$ cat src/design/psp_pkg.sv
`timescale 1ns / 1ps
package psp_pkg;

    // register indexes on the configuration port
    localparam logic [2:0] CFG_BASE_RADIUS = 3'd0;
    localparam logic [2:0] CFG_PULSE_AMP   = 3'd1;
    localparam logic [2:0] CFG_PULSE_FREQ  = 3'd2;
    localparam logic [2:0] CFG_CENTER_X    = 3'd3;
    localparam logic [2:0] CFG_CENTER_Y    = 3'd4;
    localparam logic [2:0] CFG_CENTER_Z    = 3'd5;

    // CORDIC: gain-compensated 1.0 in signed Q4.30, two iterations per stage
    localparam logic signed [33:0] CORDIC_GAIN = 34'sd652032874;
    localparam int CORDIC_STEPS = 16;
    localparam int CORDIC_PER_STAGE = 2;
    localparam int CORDIC_STAGES = CORDIC_STEPS / CORDIC_PER_STAGE;

    // digit-recurrence units: two result bits per stage
    localparam int SQRT_STAGES = 16;
    localparam int DIV_STAGES = 16;

    // main line stage indexes
    localparam int ST_D     = 0;
    localparam int ST_SQ    = 1;
    localparam int ST_SUM   = 2;
    localparam int ST_R     = 12;
    localparam int ST_RR    = 13;
    localparam int ST_PUSH  = 14;
    localparam int ST_M     = ST_SUM + SQRT_STAGES + 1;
    localparam int ST_PROD  = ST_M + 1;
    localparam int ST_NEW   = ST_PROD + DIV_STAGES + 1;
    localparam int LINE_LEN = ST_NEW + 1;

    typedef struct packed {
        logic [30:0] base;
        logic [31:0] amp;
        logic [30:0] freq;
    } t_rad_cfg;

    // one word as it travels down the main line
    typedef struct packed {
        logic [2:0][31:0] p;
        logic [2:0][32:0] d;
        logic             far;
        logic [2:0][63:0] sq;
        logic [63:0]      sum;
        logic [31:0]      r;
        logic [61:0]      rr;
        logic             rpos;
        logic             push;
        logic [31:0]      m;
        logic [2:0][63:0] prod;
        logic [2:0][31:0] np;
    } t_item;

    // arctangent of 2^-i in units of 2^-32 turn
    function automatic logic signed [33:0] cordic_atan(input logic [3:0] i);
        logic signed [33:0] v;
        case (i)
            4'd0:  v = 34'sd536870912;
            4'd1:  v = 34'sd316933406;
            4'd2:  v = 34'sd167458907;
            4'd3:  v = 34'sd85004756;
            4'd4:  v = 34'sd42667331;
            4'd5:  v = 34'sd21354465;
            4'd6:  v = 34'sd10679838;
            4'd7:  v = 34'sd5340245;
            4'd8:  v = 34'sd2670163;
            4'd9:  v = 34'sd1335087;
            4'd10: v = 34'sd667544;
            4'd11: v = 34'sd333772;
            4'd12: v = 34'sd166886;
            4'd13: v = 34'sd83443;
            4'd14: v = 34'sd41722;
            4'd15: v = 34'sd20861;
            default: v = 34'sd0;
        endcase
        return v;
    endfunction

    // clamp to the 32-bit signed range
    function automatic logic [31:0] sat32(input logic signed [39:0] v);
        logic [31:0] o;
        if (v > 40'sd2147483647) begin
            o = 32'h7FFF_FFFF;
        end else if (v < -40'sd2147483648) begin
            o = 32'h8000_0000;
        end else begin
            o = v[31:0];
        end
        return o;
    endfunction

endpackage

$ cat src/design/psp_div.sv
`timescale 1ns / 1ps
module psp_div (
    input  logic        i_clk,
    input  logic        i_en,
    input  logic [63:0] i_num,
    input  logic [31:0] i_den,
    output logic [31:0] o_mag,
    output logic        o_neg
);
    import psp_pkg::*;

    logic [31:0] r_rem [DIV_STAGES];
    logic [31:0] r_lq  [DIV_STAGES];
    logic [31:0] r_den [DIV_STAGES];
    logic        r_neg [DIV_STAGES];
    logic [31:0] n_rem [DIV_STAGES];
    logic [31:0] n_lq  [DIV_STAGES];
    logic [31:0] n_den [DIV_STAGES];
    logic        n_neg [DIV_STAGES];

    // signed dividend by magnitude, quotient truncates toward zero
    always_comb begin
        logic [63:0] mag;
        logic [31:0] rem, lq, den;
        logic        ng;
        logic [32:0] t;
        logic        ge;
        for (int s = 0; s < DIV_STAGES; s++) begin
            if (s == 0) begin
                ng = i_num[63];
                mag = ng ? 64'(-i_num) : i_num;
                rem = mag[63:32];
                lq = mag[31:0];
                den = i_den;
            end else begin
                rem = r_rem[s-1];
                lq = r_lq[s-1];
                den = r_den[s-1];
                ng = r_neg[s-1];
            end
            for (int j = 0; j < 2; j++) begin
                t = {rem, lq[31]};
                ge = (t >= {1'b0, den});
                rem = ge ? 32'(t - {1'b0, den}) : t[31:0];
                lq = {lq[30:0], ge};
            end
            n_rem[s] = rem;
            n_lq[s] = lq;
            n_den[s] = den;
            n_neg[s] = ng;
        end
    end

    always_ff @(posedge i_clk) begin
        if (i_en) begin
            for (int s = 0; s < DIV_STAGES; s++) begin
                r_rem[s] <= n_rem[s];
                r_lq[s]  <= n_lq[s];
                r_den[s] <= n_den[s];
                r_neg[s] <= n_neg[s];
            end
        end
    end

    assign o_mag = r_lq[DIV_STAGES-1];
    assign o_neg = r_neg[DIV_STAGES-1];

endmodule

$ cat config.mk
export PLATFORM = sky130hd
export DESIGN_NAME = psp_div
export DESIGN_NICKNAME = d
export VERILOG_FILES = /design/src/design/psp_pkg.sv /design/src/design/psp_div.sv
export SDC_FILE = /design/constraint.sdc
export NUM_CORES = 2
export LEC_CHECK = 0
export BUFFER_PORTS_ARGS = -buffer_cell sky130_fd_sc_hd__buf_2
export CAP_MARGIN = 20
export CORE_UTILIZATION = 36
export CTS_CLUSTER_DIAMETER = 150
export DETAILED_ROUTE_END_ITERATION = 10
export GPL_ROUTABILITY_DRIVEN = 0
export SLEW_MARGIN = 30
export SYNTH_ARGS = -nofsm -noshare
export SYNTH_HDL_FRONTEND = slang
export SYNTH_SLANG_ARGS = --single-unit
export TNS_END_PERCENT = 5
$ cat constraint.sdc
create_clock -name i_clk -period 10.42 [get_ports i_clk]
set_input_delay 1.563 -clock i_clk [delete_from_list [all_inputs] [get_ports i_clk]]
set_output_delay 1.563 -clock i_clk [all_outputs]
set_load 0.005 [all_outputs]
After elaboration in Yosys (flattened, before gate mapping)
Memory sizes are Yosys's and may differ from the RTL's. Cells that the tools add are included. W data, S select, Z words.

Add/sub/neg operators: 33. Order comparisons: 32. Multiplexer cells: 35.

Operators by type and width (number): $ge A33 B32 Y1 (32); $mux W32 (32); $sub A32 B32 Y32 (32); $mux W64 (1); $neg A64 Y64 (1); $mux W1 (2).

Flip-flop bits (word level): 0. Memory bits (writable): 1552. Input port bits: 98. Output and inout bits: 33. Word-level logic and storage cells: 104. Memories kept: 4.

Memories: r_den (words 16, bits a word 32, rd ports 15, clocked after memory_dff 0, wr ports 16, line psp_div.sv:14) `logic [31:0] r_den [DIV_STAGES];`; r_lq (words 16, bits a word 32, rd ports 16, clocked after memory_dff 0, wr ports 16, line psp_div.sv:13) `logic [31:0] r_lq [DIV_STAGES];`; r_rem (words 16, bits a word 32, rd ports 15, clocked after memory_dff 0, wr ports 16, line psp_div.sv:12) `logic [31:0] r_rem [DIV_STAGES];`; r_neg (words 16, bits a word 1, rd ports 16, clocked after memory_dff 0, wr ports 16, line psp_div.sv:15) `logic r_neg [DIV_STAGES];`.

Logic depth before layout (Yosys ltp)
Word-level depth: 6. Mapped depth: 38. Mapped depth without buffers: 34.

Worst setup path after synthesis
OpenSTA, ideal clock, no wires.

Path type: input to register. Start: input port i_num[14]. End: memory r_rem[0][23], data pin. Library setup time: 260 ps. Arrival time: 9089 ps. Data required time: 10160 ps. Path slack: 1071 ps. Cell stages on the path: 37. Buffers on the path: 5. Path through: or4_4 nor4_4 nand3b_2 or3_1 nor4_1 nand3_1 o41a_1 xor2_1 ha_1 clkbuf_1 a21o_1 a21o_1 a21oi_1 o32ai_1 o31ai_1 a21boi_0 o21a_1 nor2_1 a21o_1 buf_2 buf_2 mux2i_1 ha_1 nor2b_1 o21ai_0 a21boi_0 o41ai_1 a21oi_1 a21o_1 a311oi_1 o31a_1 nor3b_1 o21ai_0 and3b_1 buf_2 buf_4 mux2_2.

RTL lines: start: declaration (line psp_div.sv:5) `input logic [63:0] i_num,`; end: declaration (line psp_div.sv:12).

==> flow_summary_export.csv <==
group,metric,value,unit
worst_setup_path,timing.rr.start,"r_rem[0][0]$_DFFE_PP_",
synthesis,ys_types,105,
timing,fin_crit,9831,ps
worst_setup_path,slowest_stage,"a2111oi_0",
detailed_routing,top_layer,"met5",
clock_tree,postCtsSetupRepairBufs,0,
worst_setup_path,cpLargestDelayFamily,"compound AO/OA/AOI/OAI gates",
floorplanning,die_x,546.0,um
grt,grt_start_max_net_pins,159,
timing,setup_viol,0,
detailed_routing,wl_per_cell,19.22,um
clock_tree,clkTransAtPathRegs,60,ps
detailed_routing,drtIter0Drc,6235,
status,failed_checks,"DRC",
floorplanning,start_util,36.22,%
detailed_routing,wl,282500,um
timing,maxSlewHeadroom,27.00,%
synthesis,synth_top_family_by_area,"compound AO/OA/AOI/OAI gates",
clock_tree,cts_hold_buf,0,
timing,max_freq,101.7,MHz
min_path,hp-start,"r_lq[0][122]$_DFFE_PP_",
grt,antenna_found_initial,8,
detailed_routing,wl_met2,134300,um
synthesis,synth_compound_area_share,17.69,%
synthesis,synth_nets,11514,
finish,seq_area,44680,um2
timing,clock_skew,60.92,ps
clock_tree,cts_buffers,180,
floorplanning,floorplan.core_area,294100,um2
detailed_routing,drtPass1Iterations,9,
worst_setup_path,path_max_fanout,26,
synthesis,avgSynthCellArea,10.28,um2
synthesis,ys_ff_latch,1488,
detailed_routing,wl_met1,123200,um
synthesis,synth_fa_ha_area_share,12.62,%
finish,layout_commonest_cell,"edfxtp_1",
worst_setup_path,arrival,10400,ps
clock_tree,post_cts_resized,0,
detailed_routing,drtAntennaViolNets,0,
detailed_routing,route.vias.total,80243,
synthesis,yosys.area_share.simple,10.61,%
timing,post-route-period-util,94.34,%
floorplanning,ios,131,
finish,layout-drive-gt1-share,11.66,%
worst_setup_path,cp.required,10990,ps
synthesis,yosys.area_share.xor_xnor,7.194,%
run,max_cap_viol_count,0,
synthesis,synth_seq_area_share,41.95,%
finish,utilization,40.41,%
grt,gr-usage-all-layers,18.24,%
floorplanning,die_area,298100,um2
synthesis,syn_inst,10360,
timing,slew_violations,0,
synthesis,synth-edff-count,1488,
worst_setup_path,worst_path_most_repeated_cell,"nor2_1",
detailed_routing,drc,6,
grt,grt_pass1_vias,78231,
place,dp_hpwl,222000,um
worst_setup_path,r2r_cells,27,
clock_tree,cts_tree,"yes",
place,port_buffers,130,
worst_setup_path,cp-end-kind,"register",
finish,area_growth,11.55,%
finish,nFillCells,28137,
clock_tree,htree_levels,4,
detailed_routing,met3_length,14680,um
min_path,hold_path_class,"reg -> reg",
min_path,min_path_cells,0,
worst_setup_path,crit_path_max_incr_delay,840,ps
min_path,holdPathEnd,"r_lq[0][156]$_DFFE_PP_",
finish,final_nets,11798,
clock_tree,cts.sinks,1488,
synthesis,ys.flop_type,"edfxtp_1",
clock_tree,clock_latency,840,ps
floorplanning,rows,199,
worst_setup_path,criticalPathCategory,"in -> reg",
status,status,"finished, violations left",
grt,gr-total-overflow,0,
timing,hold_viol,0,
floorplanning,fp.dieH,546.0,um
finish,layout_common_cells,"1488 x edfxtp_1, 1025 x ha_1, 871 x a21oi_1, 826 x inv_1, 688 x nand2_1",
clock_tree,ctsLongestPathBuffers,4,
detailed_routing,vias_per_cell,5.459,
synthesis,async_flop_share,0,%
worst_setup_path,cp.buffers_inverters,5,
timing,rsz0062_at_grt,"no",
synthesis,syn-cell-area,106500,um2
clock_tree,cts-root-buf,"clkbuf_16",
worst_setup_path,r2r_end,"r_rem[0][61]$_DFFE_PP_",
finish,multi_input_comb_area,57880,um2
synthesis,synth_mux_area_share,6.035,%
grt,grt_pass1_wl,436700,um
timing,tightest_slew,1086,ps
worst_setup_path,critPathLaunchType,"input pin",
worst_setup_path,r2r_slack,1850,ps
synthesis,yosysWarnings,0,
[Yosys cell counts (44+ instances only)]
cell	count	area (um2)
and3_1	77	481.7
a21oi_1	875	4379
nand4_1	141	882.1
mux2_2	519	5844
nor3_1	131	655.6
o21ai_0	667	3338
a211oi_1	67	503.0
nor4_1	51	319.1
clkbuf_1	126	473.0
a21o_1	473	3551
or3_1	44	275.3
o31ai_1	84	630.6
xor2_1	231	2023
xnor2_1	642	5623
nand2_1	689	2586
buf_2	51	255.2
edfxtp_1	1488	44680
nand3_1	175	875.8
mux2i_1	55	550.5
nor2_1	596	2237
inv_1	826	3100
ha_1	1025	12820
o21bai_1	125	938.4
nor2b_1	131	819.5
o21a_1	159	1194
a31oi_1	90	563.0
nand2b_1	140	875.8
[area by class of cell]
cell class	instances	share of cell area (%)
Antenna cell	3	0.006318
Clock buffer	207	3.948
Clock inverter	107	1.021
Inverter	830	2.622
Multi-Input combinational cell	7818	48.71
Sequential cell	1488	37.61
Tap cell	3919	4.127
Timing Repair Buffer	326	1.954
[how the worst max path moves through the flow]
stage	startpoint	to	slack (ps)	cells past startpoint
floorplan	i_num[14]	r_rem[0][23]$_DFFE_PP_	1070	37
global placement	i_num[14]	r_rem[0][13]$_DFFE_PP_	110	38
detailed placement	i_num[14]	r_rem[0][5]$_DFFE_PP_	-170	38
CTS	i_num[14]	r_rem[0][10]$_DFFE_PP_	660	38
global route	i_num[14]	r_rem[0][5]$_DFFE_PP_	140	38
finish	i_num[14]	r_rem[0][28]$_DFFE_PP_	590	37
[layer usage]
metal	vias up	global-route usage, %
met5	-	0
met4	2	6.505
met3	520	2.459
met2	2170	31.18
met1	38507	23.46
li1	39044	-
[metrics by stage]
step	instance area (um2)	setup slack (ps)	instances	TNS [ps]	hold slack [ps]
finish	118800	589.3	14698	0	405.6
global route	118800	144.5	14696	0	398.2
CTS	118800	659.7	14694	0	397.9
detailed placement	112900	-167.6	14380	-4690	404.5
global placement	112800	113.7	14378	0	400.5
floorplan	106500	1071	10360	0	400.3
[sequential cells by signal, summed over array words and instances, names as in the netlist]
signal / flops
r_den: 480
r_lq: 512
r_neg: 16
r_rem: 480
[cells by family after synthesis]
logic type               after synthesis
AO/OA/AOI/OAI                       2963
XOR/XNOR                             874
adder cells (fa/ha/maj)             1056
buffers and inverters               1054
flip-flops                          1488
multiplexers                         577
AND/OR/NAND/NOR                     2348
Power is not shown: default switching activity piles up to over one toggle a cycle in this logic, so the estimate is an artifact.
