## config.mk

```make
export PLATFORM = sky130hd
export DESIGN_NAME = psp_sqrt
export DESIGN_NICKNAME = d
export VERILOG_FILES = /design/src/design/psp_pkg.sv /design/src/design/psp_sqrt.sv
export SDC_FILE = /design/constraint.sdc
export NUM_CORES = 2
export LEC_CHECK = 0
export ABC_AREA = 1
export BUFFER_PORTS_ARGS = -buffer_cell sky130_fd_sc_hd__buf_4
export CORE_ASPECT_RATIO = 2
export CORE_MARGIN = 5
export CORE_UTILIZATION = 27
export DETAILED_ROUTE_END_ITERATION = 8
export SLEW_MARGIN = 20
export SYNTH_ARGS = -nofsm -noshare
export SYNTH_HDL_FRONTEND = slang
export SYNTH_SLANG_ARGS = --single-unit
export TNS_END_PERCENT = 20
```

## constraint.sdc

```tcl
create_clock -name i_clk -period 8.75 [get_ports i_clk]
set_clock_uncertainty 0.05 [all_clocks]
set_input_delay 1.75 -clock i_clk [delete_from_list [all_inputs] [get_ports i_clk]]
set_output_delay 1.75 -clock i_clk [all_outputs]
set_load 0.02 [all_outputs]
```

## src/design/psp_pkg.sv

```systemverilog
`timescale 1ns / 1ps
package psp_pkg;

    // register indexes on the configuration port
    localparam logic [2:0] CFG_BASE_RADIUS = 3'd0;
    localparam logic [2:0] CFG_PULSE_AMP   = 3'd1;
    localparam logic [2:0] CFG_PULSE_FREQ  = 3'd2;
    localparam logic [2:0] CFG_CENTER_X    = 3'd3;
    localparam logic [2:0] CFG_CENTER_Y    = 3'd4;
    localparam logic [2:0] CFG_CENTER_Z    = 3'd5;

    // CORDIC: gain-compensated 1.0 in signed Q4.30, two iterations per stage
    localparam logic signed [33:0] CORDIC_GAIN = 34'sd652032874;
    localparam int CORDIC_STEPS = 16;
    localparam int CORDIC_PER_STAGE = 2;
    localparam int CORDIC_STAGES = CORDIC_STEPS / CORDIC_PER_STAGE;

    // digit-recurrence units: two result bits per stage
    localparam int SQRT_STAGES = 16;
    localparam int DIV_STAGES = 16;

    // main line stage indexes
    localparam int ST_D     = 0;
    localparam int ST_SQ    = 1;
    localparam int ST_SUM   = 2;
    localparam int ST_R     = 12;
    localparam int ST_RR    = 13;
    localparam int ST_PUSH  = 14;
    localparam int ST_M     = ST_SUM + SQRT_STAGES + 1;
    localparam int ST_PROD  = ST_M + 1;
    localparam int ST_NEW   = ST_PROD + DIV_STAGES + 1;
    localparam int LINE_LEN = ST_NEW + 1;

    typedef struct packed {
        logic [30:0] base;
        logic [31:0] amp;
        logic [30:0] freq;
    } t_rad_cfg;

    // one word as it travels down the main line
    typedef struct packed {
        logic [2:0][31:0] p;
        logic [2:0][32:0] d;
        logic             far;
        logic [2:0][63:0] sq;
        logic [63:0]      sum;
        logic [31:0]      r;
        logic [61:0]      rr;
        logic             rpos;
        logic             push;
        logic [31:0]      m;
        logic [2:0][63:0] prod;
        logic [2:0][31:0] np;
    } t_item;

    // arctangent of 2^-i in units of 2^-32 turn
    function automatic logic signed [33:0] cordic_atan(input logic [3:0] i);
        logic signed [33:0] v;
        case (i)
            4'd0:  v = 34'sd536870912;
            4'd1:  v = 34'sd316933406;
            4'd2:  v = 34'sd167458907;
            4'd3:  v = 34'sd85004756;
            4'd4:  v = 34'sd42667331;
            4'd5:  v = 34'sd21354465;
            4'd6:  v = 34'sd10679838;
            4'd7:  v = 34'sd5340245;
            4'd8:  v = 34'sd2670163;
            4'd9:  v = 34'sd1335087;
            4'd10: v = 34'sd667544;
            4'd11: v = 34'sd333772;
            4'd12: v = 34'sd166886;
            4'd13: v = 34'sd83443;
            4'd14: v = 34'sd41722;
            4'd15: v = 34'sd20861;
            default: v = 34'sd0;
        endcase
        return v;
    endfunction

    // clamp to the 32-bit signed range
    function automatic logic [31:0] sat32(input logic signed [39:0] v);
        logic [31:0] o;
        if (v > 40'sd2147483647) begin
            o = 32'h7FFF_FFFF;
        end else if (v < -40'sd2147483648) begin
            o = 32'h8000_0000;
        end else begin
            o = v[31:0];
        end
        return o;
    endfunction

endpackage

```

## src/design/psp_sqrt.sv

```systemverilog
`timescale 1ns / 1ps
module psp_sqrt (
    input  logic        i_clk,
    input  logic        i_en,
    input  logic [63:0] i_val,
    output logic [31:0] o_root
);
    import psp_pkg::*;

    logic [33:0] r_rem  [SQRT_STAGES];
    logic [31:0] r_root [SQRT_STAGES];
    logic [63:0] r_val  [SQRT_STAGES];
    logic [33:0] n_rem  [SQRT_STAGES];
    logic [31:0] n_root [SQRT_STAGES];
    logic [63:0] n_val  [SQRT_STAGES];

    // restoring square root, two bits of root per stage
    always_comb begin
        logic [33:0] rem;
        logic [31:0] root;
        logic [63:0] val;
        logic [35:0] t;
        logic [35:0] trial;
        for (int s = 0; s < SQRT_STAGES; s++) begin
            if (s == 0) begin
                rem = '0;
                root = '0;
                val = i_val;
            end else begin
                rem = r_rem[s-1];
                root = r_root[s-1];
                val = r_val[s-1];
            end
            for (int j = 0; j < 2; j++) begin
                t = {rem, val[63:62]};
                trial = {2'b00, root, 2'b01};
                val = {val[61:0], 2'b00};
                if (t >= trial) begin
                    rem = 34'(t - trial);
                    root = {root[30:0], 1'b1};
                end else begin
                    rem = t[33:0];
                    root = {root[30:0], 1'b0};
                end
            end
            n_rem[s] = rem;
            n_root[s] = root;
            n_val[s] = val;
        end
    end

    always_ff @(posedge i_clk) begin
        if (i_en) begin
            for (int s = 0; s < SQRT_STAGES; s++) begin
                r_rem[s]  <= n_rem[s];
                r_root[s] <= n_root[s];
                r_val[s]  <= n_val[s];
            end
        end
    end

    assign o_root = r_root[SQRT_STAGES-1];

endmodule

```

### Word-level counts from Yosys, hierarchy flattened

Memories as Yosys holds them, arrays and structs flattened.
Index checks and enable logic that the tools add are counted.

| storage, ports and cells | value |
|---|---|
| bits in registers | 0 |
| memory bits (writable) | 2016 |
| bits of input ports | 66 |
| output and inout bits | 32 |
| word-level logic and storage cells | 133 |
| memories kept | 3 |

Memories:

| memory | words | bits a word | read ports | clocked after Yosys merged registers in | write ports | line | RTL |
|---|---|---|---|---|---|---|---|
| r_val | 16 | 60 | 15 | 0 | 16 | psp_sqrt.sv:12 | `logic [63:0] r_val [SQRT_STAGES];` |
| r_rem | 16 | 34 | 15 | 0 | 16 | psp_sqrt.sv:10 | `logic [33:0] r_rem [SQRT_STAGES];` |
| r_root | 16 | 32 | 16 | 0 | 16 | psp_sqrt.sv:11 | `logic [31:0] r_root [SQRT_STAGES];` |

| cells by class | value |
|---|---|
| add/sub/neg operators | 32 |
| order comparisons | 32 |
| multiplexer cells | 66 |

Operators with widths:

| kind | count |
|---|---|
| 34-bit 2-to-1 mux | 32 |
| 36-bit by 34-bit greater-or-equal comparator with 1-bit output | 30 |
| 34-bit subtractor | 30 |
| 36-bit by 3-bit greater-or-equal comparator with 1-bit output | 1 |
| 1-bit 2-to-1 mux | 34 |
| 34-bit by 3-bit subtractor with 34-bit output | 1 |
| 2-bit by 1-bit subtractor with 3-bit output (second input constant) | 1 |
| 2-bit by 1-bit greater-or-equal comparator with 1-bit output (second input constant) | 1 |

### Depth between registers and ports, before layout

An unclocked memory read counts as a cell.

| depth | value |
|---|---|
| depth in word-level cells | 5 |
| mapped depth | 32 |
| depth with buffers taken out | 30 |

### Worst setup path before layout

No wires, ideal clock.

| path | value |
|---|---|
| path kind | register -> register |
| start point | memory r_root[11][15], in the netlist r_root[1][111] |
| end point | memory r_rem[12][7], in the netlist r_rem[1][143] (data pin) |
| setup time | 0.261 ns |
| arrival time | 3.905 ns |
| data required time | 8.439 ns |
| slack | 4.534 ns |
| stages on the path, launching flop included | 28 |
| path buffers | 4 |
| cells stage by stage | edfxtp_1 inv_1 ha_1 nand2_2 inv_1 nand2_1 inv_1 a21oi_2 nand3_1 nand2_1 nand2_2 buf_4 inv_1 clkbuf_1 clkbuf_1 nand2_1 o21ai_0 ha_1 a21oi_1 o21a_1 o21ai_0 a21oi_1 nand2_1 nand3_1 nand2_1 nor2_4 buf_2 o21ai_0 |

RTL lines:

| element | line |
|---|---|
| start: declaration | psp_sqrt.sv:11 |
| end: declaration | psp_sqrt.sv:10 |

==> key figures <==
Floorplan
  – Die height: between 800 and 900 um
  – Num rows: around 310
  – Num ports: just under 100
  – Starting Density: 27.07%
  – Die area: around 0.36 sq mm
  – Die width: between 400 and 500 um
  – Core area: 0.3442 sq mm

Clock network
  – Root Buffer: clkbuf_16
  – Clk_lat worst skew: ~0.9 ns
  – CTS max path bufs: 4
  – Post-CTS resize count: 0
  – Hold_buf cts: 0
  – TritonCTS sink count: about 1200
  – CTS buffer count: between 100 and 150
  – Htree depth: 4
  – Post-CTS Setup Bufs: 0
  – CTS tree: done
  – Clock-pin transition on the worst setup and hold timing paths: approximately 0.070 ns

Timing
  – Setup_tns: 0 ns
  – RSZ-0062 raised after global routing: false
  – Max Clk Rate: 133.2 MHz
  – Slew Viols, Final: 0
  – Worst-Margin Slew: between 1 and 1.5 ns
  – Final worst-path cycle share: approximately 86%
  – Setup Viol. Count Final: 0
  – Fin. Hold Viols: 0
  – Minimum clock period after layout: 7.507 ns
  – Slew headroom: a little under a tenth

Place
  – Post-Place Cell Area: a little under 0.1 sq mm
  – HPWL after DPL: 371.4 mm
  – Gpl congestion: roughly 1.1
  – IO Port Bufs: 97

Global route
  – Initial antenna violation count: 43
  – Vias in the first global route: ~91000
  – Grt total ovfl: 0
  – GRT Util Overall: around a quarter
  – Largest net degree at the start of global routing: 156
  – First-pass GRT wire length: roughly 630 mm

Drt
  – Routed wire length: 456.8 mm
  – DRT iter0 DRCs: 5143
  – Via count: a little under 90000
  – DRC Markers: 0
  – Vias per cell: between 5 and 6
  – Drt pass-1 iters: 6
  – Wire per inst: ~26 um
  – Remaining antenna violation count: 0

Logic synthesis
  – Synth Register Bits: ~1200
  – Main synth FF type: edfxtp_1
  – YS warnings: 0
  – Library cells used by synthesis: 79
  – Sequential fraction of the synthesis area: roughly two fifths
  – Syn Area/Cell: 7.516 sq um
  – Post-synth EDFFs: between 1000 and 1500
  – Post-Syn Area: 0.09317 sq mm
  – Ys async rst share: 0%
  – Synth Instances: between 10000 and 15000

Worst setup path
  – Largest fanout on the critical path: 38
  – CP Cell Sequence: inv_1, ha_1, nand2_1, nor2_1, nand2_1, nor2_1, nand2_1, nand2_1, nor2_1, nand2_2, clkinv_1, o21ai_0, ha_1, a21oi_1, o21a_1, o21ai_0, a21oi_1, nand2_1, nand3_1, nand2_1, nor2_4, buf_4, o21ai_0
  – Crit path kind: reg -> reg
  – Crit end category: flip-flop
  – Worst R2R Setup Slack: approximately 1.2 ns
  – Worst reg2reg path depth: 23
  – CP dominant cell by count: nand2_1
  – Worst reg2reg path startpoint: r_root[1][114]
  – R2r endpoint: r_rem[1][141]
  – Critical Path Start Type: flip-flop
  – Crit path max-delay cell type: clkinv_1
  – CP required: 9.31 ns
  – CP Data Arrival Time: about 8 ns
  – CP peak stage delay: 1.05 ns
  – Family with the most delay on the worst path: simple AND/OR/NAND/NOR gates
  – Critical path buffers and inverters: 3

Cells and area
  – Most frequent cells in the layout: 3526 x nand2_1, 1679 x inv_1, 1394 x nor2_1
  – Area delta synth->final: 11.86%
  – Share of layout cells above drive strength 1: ~5.8%
  – Commonest non-fill, non-tap cell in the layout: nand2_1
  – Fillers: about 38000
  – Final nets: around 13000
  – Finished Cell Area: roughly 0.10 sq mm

Min path
  – Hold Path End: r_val[0][465]
  – Hold Startpoint: r_val[0][401]
  – Hold Crit Class: reg -> reg
  – Hold Path Cell Cnt: 0

Run status
  – Outcome: finished, final reports clean

Power and ir drop
  – PD cells: a little over 300 mW/mm^2
  – Leakage: ~45 nW
  – VDD IR max: 194.9 uV

Flow run
  – Max_cap viols: 0
[synthesized netlist by cell type (all sizes together) (6+ instances only)]
cell type	number	area, sq um
nor3	188	978.4
a211oi	11	82.58
and2	13	81.33
nand2	3579	13600
ha	557	6969
o21a	52	390.4
buf	92	779.5
or2	44	275.3
o21ai	716	3651
a31oi	55	344.1
nand4	208	1301
o211ai	17	132.6
nand3	882	4672
a21boi	18	142.6
nor2	1471	5774
inv	1718	6449
o31ai	10	75.07
xnor2	254	2232
a21oi	732	3847
a21o	54	405.4
clkbuf	45	168.9
o211a	6	60.06
nand3b	40	329.1
xor2	254	2232
o21bai	53	397.9
edfxtp	1237	37150
and3	9	56.30
nor4	39	244.0
[final cells by class]
cell class / instances / area [sq um] / share of cell area (%)
inverter: 1722 / 6465 / 6.203
tap: 4605 / 5762 / 5.529
antenna: 21 / 52.55 / 0.05042
timing repair buffer: 183 / 1588 / 1.524
multi-input combinational: 9301 / 48700 / 46.73
sequential: 1237 / 37150 / 35.64
clock buffer: 162 / 3692 / 3.543
clock inverter: 78 / 813.3 / 0.7804
[stage by stage]
| step | hold WS [ns] | util (%) | cells | total power, W | setup WS (ns) |
|---|---|---|---|---|---|
| after floorplan | 0.3503 | - | 12400 | 0.01894 | 4.534 |
| after global placement | 0.3504 | 28.89 | 17040 | 0.02565 | 1.209 |
| after detailed placement | 0.3545 | 28.89 | 17040 | 0.02561 | 1.871 |
| after CTS | 0.3311 | 30.20 | 17280 | 0.03189 | 1.806 |
| after global routing | 0.3397 | 30.26 | 17290 | 0.03405 | 0.9337 |
| final | 0.3411 | 30.28 | 17310 | 0.03239 | 1.243 |
[sequential cells by signal, summed over array words and instances (netlist names)]
name    flops
r_rem     485
r_val     480
r_root    272
[power by group]
part           switching, W  internal (W)  total, W
registers          0.000939       0.00790   0.00884
clock network       0.00275       0.00343   0.00618
logic                0.0125       0.00489    0.0174
[cell families (layout without fill, tap and decap cells)]
family	count (synthesis)	after routing	synth area share (%)
AO/OA/AOI/OAI	1749	1749	10.48
XOR/XNOR	508	508	4.792
adder cells (fa/ha/maj)	557	557	7.480
buffers and inverters	1859	2145	7.957
flip-flops	1237	1237	39.87
multiplexers	2	2	0.02283
other	1	23	0.004025
AND/OR/NAND/NOR	6483	6483	29.40
[per-layer routing]
layer  up-vias  global-route usage, %  wire, um
met3      2273                  5.720     21140
met1     40560                  15.42    108900
met2      3113                  48.67    248600
li1      41510                      -         -
met5         -                      0       240
met4        34                  33.73     77860
[worst max-delay path by stage]
| stage | endpoint | start | cells after the start |
|---|---|---|---|
| after floorplan | r_rem[1][143] | r_root[1][111] | 27 |
| after global placement | r_rem[0][171] | r_root[0][128] | 22 |
| after detailed placement | r_rem[0][175] | r_root[0][128] | 23 |
| after CTS | r_rem[0][175] | r_root[0][128] | 23 |
| after global routing | r_rem[1][145] | r_root[1][114] | 23 |
| final | r_rem[1][141] | r_root[1][114] | 23 |
Note: power is estimated with default switching activity, not from simulation.
